**src/rtl/wvs_pkg.sv**
```systemverilog
// ----------------------------------------------------------------------------
// wvs_pkg
// Shared widths, types and constants of the weighted vector statistics core.
// ----------------------------------------------------------------------------
package wvs_pkg;

    localparam int LANES      = 4;
    localparam int LANE_W     = 2;
    localparam int DIMS_W     = 3;
    localparam int SAMPLE_W   = 32;
    localparam int WEIGHT_W   = 16;
    localparam int PROD_W     = 48;
    localparam int SQ_W       = 62;
    localparam int SUM_W      = 64;
    localparam int TW_W       = 48;
    localparam int CNT_W      = 32;
    localparam int VAR_W      = 48;
    localparam int DIV_STEP   = 4;
    localparam int DIV_ITERS  = SUM_W / DIV_STEP;
    localparam int DIV_CNT_W  = $clog2(DIV_ITERS + 1);
    localparam int QDEPTH     = 2;
    localparam int QPTR_W     = 1;
    localparam int QCNT_W     = 2;

    // One accepted item after the front has formed its products
    typedef struct packed {
        logic                                clear;
        logic [WEIGHT_W-1:0]                 weight;
        logic [LANES-1:0][PROD_W-1:0]        prod;
        logic [LANES-1:0][SQ_W-1:0]          sq;
        logic [LANES-1:0][SAMPLE_W-1:0]      wval;
    } t_work;

    typedef struct packed {
        logic              cfg_clear;
        logic [DIMS_W-1:0] dims;
    } t_ctrl;

    typedef struct packed {
        logic count_zero;
    } t_status;

endpackage

```
**src/rtl/wvs_queue.sv**
```systemverilog
// ----------------------------------------------------------------------------
// wvs_queue
// Two-entry queue of work items between the front and the back.
// ----------------------------------------------------------------------------
module wvs_queue
    import wvs_pkg::*;
(
    input  logic  i_clk,
    input  logic  i_rst_n,
    input  t_work i_work,
    input  logic  i_valid,
    output logic  o_ready,
    output t_work o_work,
    output logic  o_valid,
    input  logic  i_ready
);

    t_work             r_mem [QDEPTH];
    logic [QPTR_W-1:0] r_wr;
    logic [QPTR_W-1:0] r_rd;
    logic [QCNT_W-1:0] r_cnt;
    logic              w_push;
    logic              w_pop;

    assign o_ready = r_cnt != QCNT_W'(QDEPTH);
    assign o_valid = r_cnt != '0;
    assign o_work  = r_mem[r_rd];
    assign w_push  = i_valid && o_ready;
    assign w_pop   = o_valid && i_ready;

    always_ff @(posedge i_clk) begin
        if (w_push) begin
            r_mem[r_wr] <= i_work;
        end
    end

    always_ff @(posedge i_clk) begin
        if (!i_rst_n) begin
            r_wr  <= '0;
            r_rd  <= '0;
            r_cnt <= '0;
        end else begin
            if (w_push) r_wr <= r_wr + 1'b1;
            if (w_pop)  r_rd <= r_rd + 1'b1;
            r_cnt <= r_cnt + QCNT_W'(w_push) - QCNT_W'(w_pop);
        end
    end

endmodule

```
**config.mk**
```make
export PLATFORM = sky130hd
export DESIGN_NAME = wvs_queue
export DESIGN_NICKNAME = d
export VERILOG_FILES = /design/src/rtl/wvs_pkg.sv /design/src/rtl/wvs_queue.sv
export SDC_FILE = /design/constraint.sdc
export NUM_CORES = 1
export LEC_CHECK = 0
export ABC_AREA = 1
export BUFFER_PORTS_ARGS = -buffer_cell sky130_fd_sc_hd__buf_2
export CAP_MARGIN = 20
export CELL_PAD_IN_SITES_DETAIL_PLACEMENT = 2
export CELL_PAD_IN_SITES_GLOBAL_PLACEMENT = 2
export CORE_AREA = 5 5 453 455
export DETAILED_ROUTE_END_ITERATION = 8
export DIE_AREA = 0 0 458 460
export PLACE_DENSITY_LB_ADDON = 0.2
export SLEW_MARGIN = 20
export SYNTH_ARGS = -nofsm -noshare
export SYNTH_HDL_FRONTEND = slang
export SYNTH_SLANG_ARGS = --single-unit
```
**constraint.sdc**
```tcl
create_clock -name i_clk -period 60.6 [get_ports i_clk]
set_input_delay 3.03 -clock i_clk [delete_from_list [all_inputs] [get_ports i_clk]]
set_output_delay 3.03 -clock i_clk [all_outputs]
set_load 0.1 [all_outputs]
```
### After elaboration in Yosys (flattened, before gate mapping)

Memory sizes are Yosys's and may differ from the RTL's. A register that Yosys moved wholly into a read port is not among the register bits.
Index checks and enable logic that the tools add are counted.

* reduce and logical (&&, ||, !) cells: 3
* eq/ne operators: 1
* mux-type cells: 4
* $add $sub $neg: 4

Operators by type and width (number)
* $mux 1: 4
* $add 1x1->1 const B: 2
* $add 2x1->2: 1
* $logic_and 1x1->1: 2
* $ne 2x2->1 const B: 1
* $reduce_bool 2->1: 1
* $sub 2x1->2: 1

* memories: 1
* input bits: 589
* register bits: 4
* output and inout bits: 587
* memory bits (writable): 1170
* word-level logic and storage cells: 16

Memory list
* r_mem: depth 2, width 585, read ports 1, clocked after memory_dff 1, write ports 1, line wvs_queue.sv:18 `t_work r_mem [QDEPTH];`

### Logic depth before layout (Yosys ltp)

Gate-level depths: netlist of run 1.

* depth after elaboration: 4
* depth in mapped cells: 11
* gate-level depth less buffers: 11

### Least setup slack after synthesis of run 1

Ideal clock, no wire load.

* kind: input-to-reg
* start point: input i_valid
* end point: memory r_mem[1][0] (netlist name) (enable)
* slack: 31.514 ns
* cell stages on the path: 2
* arrival time: 27.533 ns
* data required time: 59.047 ns
* setup time: 1.553 ns
* path buffers: 0
* cell sequence: nand2_1 -> nor2_1

* cells in the longest elaborated chain, start to end: 3

Ends and longest elaborated chain
* from (decl): line wvs_queue.sv:11 `input logic i_valid,`
* $logic_and 1x1->1: line wvs_queue.sv:28 `assign w_push = i_valid && o_ready;`
* $mux 1: line wvs_queue.sv:32 `if (w_push) begin`
* $mux 1 (implied by the code): line wvs_queue.sv:33 `r_mem[r_wr] <= i_work;`
* to (decl): line wvs_queue.sv:18

No other way between the ends.

==> PnR_summary.wiki, run 1 <==
{| class="wikitable"
! Metric !! Value
|-
| DR pass1 iterations || 5
|-
| Wirelength per Cell || 25.8 um
|-
| Share of final-layout standard cells stronger than drive strength 1 || 61.0%
|-
| Bufs and invs on worst path || 4
|-
| Slowest CP cell || sky130_fd_sc_hd__buf_4
|-
| Post-route DRC violation count || 0
|-
| #FFs+latches synth || 1175
|-
| Maximum buffer depth of the clock tree || 3
|-
| Sum of net half-perimeters after detailed placement || 113 mm
|-
| Via count of the first global-routing pass || 25100
|-
| Post-layout nets || 3723
|-
| Number of endpoints failing setup at the final stage || 0
|-
| Top-area cell type share of the netlist area || 82.3%
|-
| Clock Sinks || 1175
|-
| Post-synthesis net count || 2446
|-
| Final non-filler cell total || 5958
|-
| Most common cell after layout, fill and taps aside || sky130_fd_sc_hd__buf_2
|-
| Number of warning messages in the yosys log || 0
|-
| Die W || 458 um
|-
| Site Rows || 165
|-
| DP Cell Count || 5659
|-
| Number of vias after detailed routing || 23400
|-
| Share of the core filled with cells || 27.9%
|-
| Leakage component of the power || 0.0202 uW
|-
| Most frequent CP cell || sky130_fd_sc_hd__buf_4
|-
| RSZ-0062 raised after global routing || no
|-
| Share of the yosys chip area belonging to registers || 82.5%
|-
| Final hold violations || 0
|-
| Sort of element at the end of the critical path || output port
|-
| Mean cell area of the mapped netlist || 23.0 um^2
|-
| Clock tree from TritonCTS || done
|-
| Commonest non-fill, non-tap cells in the layout || sky130_fd_sc_hd__buf_2 (1175), sky130_fd_sc_hd__edfxtp_1 (1170), sky130_fd_sc_hd__mux2_2 (585)
|-
| Crit-path max FO || 147
|-
| Maximum number of pins on one net before global-route repair || 148
|-
| Area leader, netlist || sky130_fd_sc_hd__edfxtp_1
|-
| I/O pin cnt || 1176
|-
| Initial detailed-routing violation count || 1548
|-
| Clock insertion delay at the later pin of the skew report || 0.78 ns
|-
| Count of different cell masters after synthesis || 13
|-
| Highest clock rate || 128 MHz
|-
| Overall die area || 211000 um^2
|-
| I/O Buffers || 1175
|-
| Clk pin slew, worst setup/hold paths || 0.06 ns
|-
| Top area cells in the synthesized netlist || sky130_fd_sc_hd__edfxtp_1 (82%), sky130_fd_sc_hd__mux2_2 (15%), sky130_fd_sc_hd__buf_6 (1.4%)
|-
| GRT Total Usage || 13.9%
|-
| Post-cts gate resize count || 0
|-
| Crit path cell chain || buf_4 -> buf_12 -> buf_4 -> mux2_2 -> buf_2
|-
| Period utilization || 12.8%
|-
| Kind of launch point of the worst setup path || flip-flop
|-
| Clock period minus final worst setup slack || 7.78 ns
|-
| Hold slack || 0.503 ns
|-
| Type of the setup path with the least slack || flip-flop to output port
|-
| Highest ir drop seen on vdd || 27.2 uV
|-
| Num CTS Buffers || 144
|-
| Pwr/cell area || 58.1 nW/um^2
|-
| Global route overflow || 0
|-
| Routed via count divided by cell count || 3.93
|-
| Outcome || finished, final reports clean
|-
| Final WL || 154 mm
|-
| First-pass GRT wire length || 206 mm
|-
| Gate count after technology mapping || 1856
|-
| Setup TNS || 0 ns
|-
| Worst hold path type || flip-flop to flip-flop
|-
| Number of nets with antenna violations after detailed routing || 0
|-
| Max cap viols || 0
|-
| Slew at the pin with the worst max-slew slack || 1.05 ns
|-
| Final slew viol count || 0
|-
| Post-CTS setup repair buffer count || 0
|-
| Initial Utilization || 21.3%
|-
| Worst stage delay on the critical path || 0.90 ns
|-
| Post-synthesis instance area || 42700 um^2
|-
| Maximum level of the CTS H-tree || 4
|-
| Area growth from synthesis to final layout || 31.4%
|-
| Core Region || 201000 um^2
|-
| Initial antenna violation count || 166
|-
| Vertical die dimension || 460 um
|-
| CTS Hold Buffers Added || 0
|-
| Clock root cell || sky130_fd_sc_hd__clkbuf_16
|-
| Gpl congestion || 0.783
|-
| Rel. slew slack || 29.7%
|-
| Critical path data arrival time || 4.75 ns
|-
| Required arrival time at the worst endpoint || 57.57 ns
|-
| Largest delay contributor family on the critical path || buffers and inverters
|-
| Overall power consumption || 3260 uW
|-
| Clock Skews || 0.0243 ns
|}
-- registers in the layout, indices dropped and copies added, names as in the netlist, named ones only --
register	cells
r_rd	1
r_cnt	2
r_wr	1
r_mem	1170
-- layout make-up --
cell class                      instances  area [um^2]
Sequential cell                      1175        35200
Clock buffer                          180         3780
Clock inverter                         81          782
Fill cell                           20800       145000
Inverter                                7         26.3
Multi-Input combinational cell        609         6710
Antenna cell                           38         95.1
Tap cell                             2672         3340
Timing Repair Buffer                 1196         6110
-- worst register-to-register path, stage by stage (launching register included) --
cell,delay [ns]
sky130_fd_sc_hd__dfxtp_1,0.35
sky130_fd_sc_hd__inv_1,0.05
sky130_fd_sc_hd__nand2_1,0.07
sky130_fd_sc_hd__nand2_1,0.22
sky130_fd_sc_hd__nor2_4,0.44
sky130_fd_sc_hd__buf_4,0.75
sky130_fd_sc_hd__buf_4,0.97
-- report_power, final --
group	total, uW	switching, uW	internal (uW)
Combinational	1360	1150	217
Sequential	1060	31.5	1030
Clock	834	353	481
Total	3260	1530	1730
-- cell usage after synthesis --
cell type / number
sky130_fd_sc_hd__a21oi_1: 1
sky130_fd_sc_hd__buf_2: 3
sky130_fd_sc_hd__buf_6: 52
sky130_fd_sc_hd__clkbuf_8: 10
sky130_fd_sc_hd__dfxtp_1: 5
sky130_fd_sc_hd__edfxtp_1: 1170
sky130_fd_sc_hd__ha_1: 1
sky130_fd_sc_hd__inv_1: 7
sky130_fd_sc_hd__mux2_2: 585
sky130_fd_sc_hd__nand2_1: 11
sky130_fd_sc_hd__nand3_1: 1
sky130_fd_sc_hd__nor2_1: 9
sky130_fd_sc_hd__xnor2_1: 1
-- cell families (layout without fill, tap and decap cells) --
family | after synthesis | after routing | share of synthesized area (%)
buffers and inverters | 72 | 1464 | 1.79
adder cells (fa/ha/maj) | 1 | 1 | 0.0293
AO/OA/AOI/OAI | 1 | 1 | 0.0117
other | 0 | 38 | 0
flip-flops | 1175 | 1175 | 82.5
AND/OR/NAND/NOR | 21 | 21 | 0.188
XOR/XNOR | 1 | 1 | 0.0205
multiplexers | 585 | 585 | 15.4
-- stage by stage --
step | worst slack [ns] | cell area (um^2)
floorplan | 31.51 | 42700
CTS | 52.54 | 56000
global route | 52.37 | 56000
global placement | 53.48 | 51400
detailed placement | 53.45 | 51400
finish | 52.82 | 56100
-- final timing paths --
check                      start                      end  slack [ns]  depth (start not counted)
max                    flip-flop              o_work[467]       52.82                          5
min            r_rd$_SDFFE_PN0P_                flip-flop        0.50                          2
max reg2reg  r_cnt[0]$_SDFF_PN0_  r_mem[0][500]$_DFFE_PP_       57.31                          6
min reg2reg    r_rd$_SDFFE_PN0P_                flip-flop        0.50                          2
-- layer usage --
metal	part of all wire [%]	global-route usage [%]	vias to the layer above
li1	-	-	10100
met1	39	16.1	11800
met2	48	23.3	1055
met3	10	6.77	401
met4	2.4	3.19	106
met5	0.41	0	-
(Power assumes the default switching activity.)
==> run 2: changes to the inputs <==
ABC_AREA = 0   (was 1)
CORE_AREA = 5 5 449 451   (was 5 5 453 455)
DIE_AREA = 0 0 454 456   (was 0 0 458 460)
clock period = 6.8 ns   (was 60.6 ns; I/O delays follow)
==> PnR_summary.wiki, run 2 <==
{| class="wikitable"
! Metric !! Value
|-
| Final hold violations || 0 (unchanged)
|-
| Share of final-layout standard cells stronger than drive strength 1 || 51.7% (-9.3 points)
|-
| Final WL || 151 mm (-1.7%)
|-
| Critical path data arrival time || 3.22 ns (-1.53 ns)
|-
| Slew at the pin with the worst max-slew slack || 1.10 ns (+0.0420 ns)
|-
| Post-synthesis instance area || 42700 um^2 (about the same)
|-
| Clock Sinks || 1175 (unchanged)
|-
| Post-route DRC violation count || 0 (unchanged)
|-
| R2r worst-path depth || 5 (-1)
|-
| Final slew viol count || 0 (unchanged)
|-
| Overall die area || 207000 um^2 (-1.7%)
|-
| Share of the core filled with cells || 31.5% (+3.5 points)
|-
| #FFs+latches synth || 1175 (unchanged)
|-
| Via count of the first global-routing pass || 28100 (+12%)
|-
| Post-cts gate resize count || 0 (unchanged)
|-
| Most common cell after layout, fill and taps aside || sky130_fd_sc_hd__buf_2
|-
| Count of different cell masters after synthesis || 24 (+11)
|-
| DR pass1 iterations || 5 (unchanged)
|-
| Clock Skews || 0.0250 ns (+0.000667 ns)
|-
| I/O pin cnt || 1176 (unchanged)
|-
| CTS Hold Buffers Added || 588 (+588)
|-
| Die W || 454 um (-0.87%)
|-
| Clk pin slew, worst setup/hold paths || 0.06 ns (about the same)
|-
| Top-area cell type share of the netlist area || 82.2% (about the same)
|-
| Top area cells in the synthesized netlist || sky130_fd_sc_hd__edfxtp_1 (82%), sky130_fd_sc_hd__mux2_2 (15%), sky130_fd_sc_hd__buf_6 (1.4%)
|-
| Initial antenna violation count || 36 (-78%)
|-
| Number of vias after detailed routing || 25100 (+7.3%)
|-
| Number of warning messages in the yosys log || 0 (unchanged)
|-
| Gate count after technology mapping || 1849 (-0.38%)
|-
| Leakage component of the power || 0.0226 uW (+12%)
|-
| Outcome || finished, final reports clean
|-
| Mean cell area of the mapped netlist || 23.1 um^2 (+0.45%)
|-
| Area growth from synthesis to final layout || 44.9%
|-
| Vertical die dimension || 456 um (-0.87%)
|-
| WHS Endpoint || r_mem[0][459]$_DFFE_PP_
|-
| Most used flip-flop cell after synthesis || sky130_fd_sc_hd__edfxtp_1
|-
| First-pass GRT wire length || 208 mm (+0.72%)
|-
| Pwr/cell area || 434 nW/um^2 (+650%)
|-
| Highest ir drop seen on vdd || 271 uV (+900%)
|-
| Rel. slew slack || 26.9% (-2.8 points)
|-
| Kind of launch point of the worst setup path || flip-flop
|-
| Max cap viols || 0 (unchanged)
|-
| Post-CTS setup repair buffer count || 0 (unchanged)
|-
| Worst hold path type || primary input to flip-flop
|-
| Area leader, netlist || sky130_fd_sc_hd__edfxtp_1
|-
| Post-layout nets || 4305 (+16%)
|-
| Gpl congestion || 0.815 (+4.0%)
|-
| Count of cells along the worst hold path || 2 (unchanged)
|-
| Leading post-synthesis cells by instance count || sky130_fd_sc_hd__edfxtp_1 (1170), sky130_fd_sc_hd__mux2_2 (585), sky130_fd_sc_hd__buf_6 (52)
|-
| Num CTS Buffers || 145 (+0.69%)
|-
| Most flop-heavy register || r_mem
|-
| Global route overflow || 0 (unchanged)
|-
| I/O Buffers || 1175 (unchanged)
|-
| Clock insertion delay at the later pin of the skew report || 0.76 ns (-0.02 ns)
|-
| Clock root cell || sky130_fd_sc_hd__clkbuf_16
|-
| Period utilization || 52.3%
|-
| Post-synthesis net count || 2439 (-0.29%)
|-
| Count leader, synth || sky130_fd_sc_hd__edfxtp_1
|-
| Reg2Reg Capture Point || r_mem[0][526]$_DFFE_PP_
|-
| Number of endpoints failing setup at the final stage || 0 (unchanged)
|-
| Number of nets with antenna violations after detailed routing || 0 (unchanged)
|-
| GRT Total Usage || 14.0% (+0.029 points)
|-
| Type of the setup path with the least slack || flip-flop to output port
|-
| Highest clock rate || 281 MHz
|-
| Maximum number of pins on one net before global-route repair || 151 (+2.0%)
|-
| Wirelength per Cell || 23.3 um (-9.7%)
|-
| Maximum level of the CTS H-tree || 4 (unchanged)
|-
| Crit-path max FO || 142 (-3.4%)
|-
| Number of flip-flops under the largest register name || 1170 (unchanged)
|-
| Initial Utilization || 21.7% (+0.45 points)
|-
| Required arrival time at the worst endpoint || 6.46 ns (-51.11 ns)
|-
| Startpoint of the worst hold path || i_work[459]
|-
| Non-Filler Cell Area, Final || 61900 um^2 (+10%)
|-
| Post-synth EDFFs || 1170 (unchanged)
|-
| Maximum buffer depth of the clock tree || 3 (unchanged)
|-
| Sort of element at the end of the critical path || output port
|-
| Source of the worst register-to-register timing path || r_cnt[0]$_SDFF_PN0_
|-
| Routed via count divided by cell count || 3.87 (-1.4%)
|-
| RSZ-0062 raised after global routing || no
|-
| Initial detailed-routing violation count || 1184 (-24%)
|-
| Share of the yosys chip area belonging to registers || 82.5% (about the same)
|-
| Largest registers ranked by flip-flop count || r_mem (1170), r_cnt (2)
|-
| Internal reg-to-reg setup slack || 4.02 ns (-53.29 ns)
|-
| Fraction of registers with async set/reset || 0% (unchanged)
|-
| Sum of net half-perimeters after detailed placement || 107 mm (-5.4%)
|-
| Commonest non-fill, non-tap cells in the layout || sky130_fd_sc_hd__buf_2 (1175), sky130_fd_sc_hd__edfxtp_1 (1170), sky130_fd_sc_hd__dlygate4sd3_1 (588)
|-
| Core Region || 197000 um^2 (-2.0%)
|-
| Cell area after placement || 51500 um^2 (about the same)
|-
| Clock tree from TritonCTS || done
|-
| Clock period minus final worst setup slack || 3.56 ns
|-
| Site Rows || 163 (-1.2%)
|}
==> run 2: changes by cell type in the layout (fill, tap and decap cells not counted), moves of 3 or more <==
cell and change:
sky130_fd_sc_hd__and2_1 +3, sky130_fd_sc_hd__buf_12 +4, sky130_fd_sc_hd__buf_4 -4, sky130_fd_sc_hd__clkinv_1 +4
sky130_fd_sc_hd__clkinv_2 -6, sky130_fd_sc_hd__clkinv_8 +3, sky130_fd_sc_hd__clkinvlp_4 -4, sky130_fd_sc_hd__diode_2 -16
sky130_fd_sc_hd__dlygate4sd3_1 +588, sky130_fd_sc_hd__inv_1 -7, sky130_fd_sc_hd__nand2_1 -10, sky130_fd_sc_hd__nor2_1 -5
==> run 2: metal layers <==
layer | global-route usage [%] | wire length [um]
met5 | 0 | 13
met4 | 5.54 | 5790
met3 | 5.07 | 11800
met2 | 25.0 | 78200
met1 | 14.8 | 55300
==> run 2: metrics by stage <==
step	hold slack, ns	total power (uW)	setup slack [ns]	setup TNS (ns)	cells
2_1_floorplan	0.439	17900	-3.24	-2757.04	1849
6_report	0.296	26900	3.24	0	6485
3_3_place_gp	0.527	19500	3.88	0	5620
4_1_cts	0.186	27400	3.02	0	6463
3_5_place_dp	0.532	19500	3.87	0	5620
5_1_grt	0.215	27900	2.99	0	6482
==> run 2: final cells by class <==
class	count	area [um^2]
Fill cell	20200	135000
Sequential cell	1175	35200
Timing Repair Buffer	1784	12000
Multi-Input combinational cell	608	6760
Clock buffer	180	3760
Tap cell	2640	3300
Clock inverter	75	749
Antenna cell	22	55.1
Inverter	1	7.51
==> run 2: power breakdown <==
part           switching (uW)  leakage, uW  internal, uW
Sequential                190       0.0110          8820
Combinational            8590      0.00941          1920
Clock                    3090      0.00218          4280
Total                   11900       0.0226         15000
==> run 2: worst max-delay path by stage <==
stage	startpoint	endpoint	slack, ns	cells after the start
3_5_place_dp	flip-flop	o_work[268]	3.87	3
4_1_cts	flip-flop	o_work[268]	3.02	3
5_1_grt	flip-flop	o_work[268]	2.99	3
3_3_place_gp	flip-flop	o_work[268]	3.88	3
6_report	flip-flop	o_work[223]	3.24	3
2_1_floorplan	r_cnt[0]$_SDFF_PN0_	r_mem[0][0]$_DFFE_PP_	-3.24	3
==> run 2: kinds of logic (layout without fill, tap and decap cells) <==
group           Yosys count  in the layout  synth area share [%]
compound gates            7              7                 0.126
xor+xnor                  1              1                0.0205
fa+ha+maj                 1              1                0.0293
buf+inv                  66           2040                  1.74
flops                  1175           1175                  82.5
mux                     586            586                  15.4
other cells               0             22                     0
simple gates             13             13                 0.173
==> run 2: critical path, stage by stage, from the launching register on <==
cell and delay, ns:
sky130_fd_sc_hd__dfxtp_4 0.79, sky130_fd_sc_hd__buf_12 0.66, sky130_fd_sc_hd__mux2_2 0.35, sky130_fd_sc_hd__buf_2 0.44
==> run 3: changes to the inputs <==
CORE_AREA = 5 5 457 459   (was 5 5 449 451)
DIE_AREA = 0 0 462 464   (was 0 0 454 456)
clock period = 3.45 ns   (was 6.8 ns; I/O delays follow)
==> PnR_summary.wiki, run 3 (synthesis results as in run 2) <==
{| class="wikitable"
! Metric !! Value
|-
| Outcome || finished, final reports clean
|-
| P_int || 30000 uW (+100%)
|-
| Most common cell after layout, fill and taps aside || sky130_fd_sc_hd__buf_2
|-
| Setup TNS || 0 ns (unchanged)
|-
| Initial detailed-routing violation count || 1297 (+9.5%)
|-
| Commonest non-fill, non-tap cells in the layout || sky130_fd_sc_hd__buf_2 (1175), sky130_fd_sc_hd__edfxtp_1 (1170), sky130_fd_sc_hd__dlygate4sd3_1 (590)
|-
| Most flop-heavy register || r_mem
|-
| # fillers || 21000 (+4.1%)
|-
| Worst setup path endpoint || o_work[187]
|-
| Final slew viol count || 0 (unchanged)
|-
| Vertical die dimension || 464 um (+1.8%)
|-
| Overall die area || 214000 um^2 (+3.5%)
|-
| GRT Total Usage || 14.6% (+0.61 points)
|-
| Via count of the first global-routing pass || 28700 (+2.0%)
|-
| Critical path data arrival time || 2.78 ns (-0.44 ns)
|-
| Worst stage delay on the critical path || 0.49 ns (-0.30 ns)
|-
| Part of the power in the clock network || 27.4% (about the same)
|-
| Sort of element at the end of the critical path || output port
|-
| Number of nets with antenna violations after detailed routing || 0 (unchanged)
|-
| Internal reg-to-reg setup slack || 1.33 ns (-2.69 ns)
|-
| Required arrival time at the worst endpoint || 3.28 ns (-3.18 ns)
|-
| Hold slack || 0.132 ns (-0.164 ns)
|-
| Sum of net half-perimeters after detailed placement || 122 mm (+14%)
|-
| Crit path depth || 4 (+1)
|-
| Crit path cell chain || buf_12 -> buf_4 -> mux2_2 -> buf_2
|-
| Maximum level of the CTS H-tree || 4 (unchanged)
|-
| Count of cells along the worst hold path || 2 (unchanged)
|-
| Post-cts gate resize count || 0 (unchanged)
|-
| Highest clock rate || 338 MHz
|-
| Total net switching power || 23400 uW (+98%)
|-
| Kind of launch point of the worst setup path || flip-flop
|-
| Share of final-layout standard cells stronger than drive strength 1 || 52.3% (+0.59 points)
|-
| Number of endpoints failing setup at the final stage || 0 (unchanged)
|-
| Clock period minus final worst setup slack || 2.95 ns
|-
| Leakage component of the power || 0.0229 uW (+1.2%)
|-
| Clk pin slew, worst setup/hold paths || 0.06 ns (about the same)
|-
| Rel. slew slack || 47.4% (+20 points)
|-
| Wirelength per Cell || 24.7 um (+6.1%)
|-
| Global route overflow || 0 (unchanged)
|-
| Die W || 462 um (+1.8%)
|-
| Max cap viols || 0 (unchanged)
|-
| Crit-path max FO || 31 (-78%)
|-
| Clock Sinks || 1175 (unchanged)
|-
| CTS Hold Buffers Added || 590 (+0.34%)
|-
| Worst hold path type || primary input to flip-flop
|-
| Maximum buffer depth of the clock tree || 3 (unchanged)
|-
| DP Cell Count || 5712 (+1.6%)
|-
| I/O pin cnt || 1176 (unchanged)
|-
| Initial antenna violation count || 73 (+100%)
|-
| Share of the core filled with cells || 30.6% (-0.83 points)
|-
| Slowest CP cell || sky130_fd_sc_hd__dfxtp_4
|-
| R2r worst-path depth || 5 (unchanged)
|-
| Clock Skews || 0.0375 ns (+0.0125 ns)
|-
| Slew at the pin with the worst max-slew slack || 0.789 ns (-0.307 ns)
|-
| First-pass GRT wire length || 222 mm (+6.7%)
|-
| Portion of total power attributed to combinational logic || 39.3% (+0.2 points)
|-
| Number of flip-flops under the largest register name || 1170 (unchanged)
|-
| Gpl congestion || 0.808 (-0.86%)
|-
| Storage cell area || 35200 um^2 (unchanged)
|-
| Maximum number of pins on one net before global-route repair || 90 (-40%)
|-
| Post-route DRC violation count || 0 (unchanged)
|-
| Switching Share || 43.9% (-0.26 points)
|-
| Routed via count divided by cell count || 3.86 (-0.33%)
|-
| Pwr/cell area || 855 nW/um^2 (+97%)
|-
| Final WL || 163 mm (+7.9%)
|-
| RSZ-0062 raised after global routing || no
|-
| Site Rows || 166 (+1.8%)
|-
| Number of vias after detailed routing || 25400 (+1.4%)
|-
| Largest delay contributor family on the critical path || buffers and inverters
|-
| Final hold violations || 0 (unchanged)
|-
| Highest ir drop seen on vdd || 483 uV (+78%)
|-
| Source of the worst register-to-register timing path || r_cnt[0]$_SDFF_PN0_
|-
| Clock insertion delay at the later pin of the skew report || 0.78 ns (+0.02 ns)
|-
| Num CTS Buffers || 142 (-2.1%)
|-
| I/O Buffers || 1175 (unchanged)
|-
| Initial Utilization || 20.9% (-0.76 points)
|-
| Area used by multi-input combinational logic || 6760 um^2 (unchanged)
|-
| Period utilization || 85.6%
|-
| Type of the setup path with the least slack || flip-flop to output port
|-
| Clock root cell || sky130_fd_sc_hd__clkbuf_16
|-
| Area growth from synthesis to final layout || 46.3%
|-
| Largest registers ranked by flip-flop count || r_mem (1170), r_cnt (2)
|-
| Sequential share of power || 33.2% (-0.3 points)
|-
| Final non-filler cell total || 6596 (+1.7%)
|-
| Post-CTS setup repair buffer count || 0 (unchanged)
|-
| Overall power consumption || 53400 uW (+99%)
|-
| Post-layout nets || 4348 (+1.0%)
|-
| Reg2Reg Capture Point || r_mem[0][548]$_DFFE_PP_
|-
| Clock tree from TritonCTS || done
|-
| Bufs and invs on worst path || 3 (+1)
|-
| DR pass1 iterations || 4 (-1)
|-
| Core Region || 204000 um^2 (+3.6%)
|}
[run 3: worst register-to-register path, cell delays in order, from the launching register on]
cell	delay, ns
sky130_fd_sc_hd__dfxtp_2	0.39
sky130_fd_sc_hd__nand2b_4	0.16
sky130_fd_sc_hd__nand3b_1	0.13
sky130_fd_sc_hd__clkinvlp_4	0.15
sky130_fd_sc_hd__buf_12	0.26
sky130_fd_sc_hd__buf_4	0.62
[run 3: worst min-delay path by stage]
stage,start,endpoint,slack [ns]
after floorplan,i_work[0],r_mem[0][0]$_DFFE_PP_,0.27
after global placement,i_work[138],r_mem[0][138]$_DFFE_PP_,0.36
after detailed placement,i_work[22],r_mem[1][22]$_DFFE_PP_,0.36
after CTS,i_work[324],r_mem[0][324]$_DFFE_PP_,0.02
after global routing,i_work[362],r_mem[0][362]$_DFFE_PP_,0.05
final,i_work[429],r_mem[1][429]$_DFFE_PP_,0.13
[run 3: routing by layer]
| layer | global-route usage (%) | up-vias | share of wire (%) |
|---|---|---|---|
| li1 | - | 11300 | - |
| met1 | 16.0 | 12800 | 38 |
| met2 | 25.4 | 1014 | 50 |
| met3 | 5.84 | 267 | 8.9 |
| met4 | 4.99 | 22 | 3.2 |
| met5 | 0 | - | 0.093 |
[run 3: through the flow]
step                setup WS (ns)  cell area [um^2]
detailed placement           1.22             51900
global route                0.317             62500
CTS                         0.347             62400
floorplan                   -6.59             42700
global placement             1.27             51900
finish                      0.495             62500
[run 3: area by class of cell]
cell class                      instances  share of cell area [%]
Clock inverter                         71                    1.20
Inverter                                1                  0.0120
Multi-Input combinational cell        608                    10.8
Clock buffer                          179                    6.08
Antenna cell                           44                   0.176
Timing Repair Buffer                 1830                    19.9
Sequential cell                      1175                    56.4
Tap cell                             2688                    5.38
[run 3: power groups by stage]
stage	Combinational, uW	Sequential [uW]	Clock [uW]
after CTS	21300	17800	15200
final	21000	17800	14700
after floorplan	17000	18400	0
after global placement	20600	18000	0
after detailed placement	20600	18100	0
after global routing	21700	17800	15900
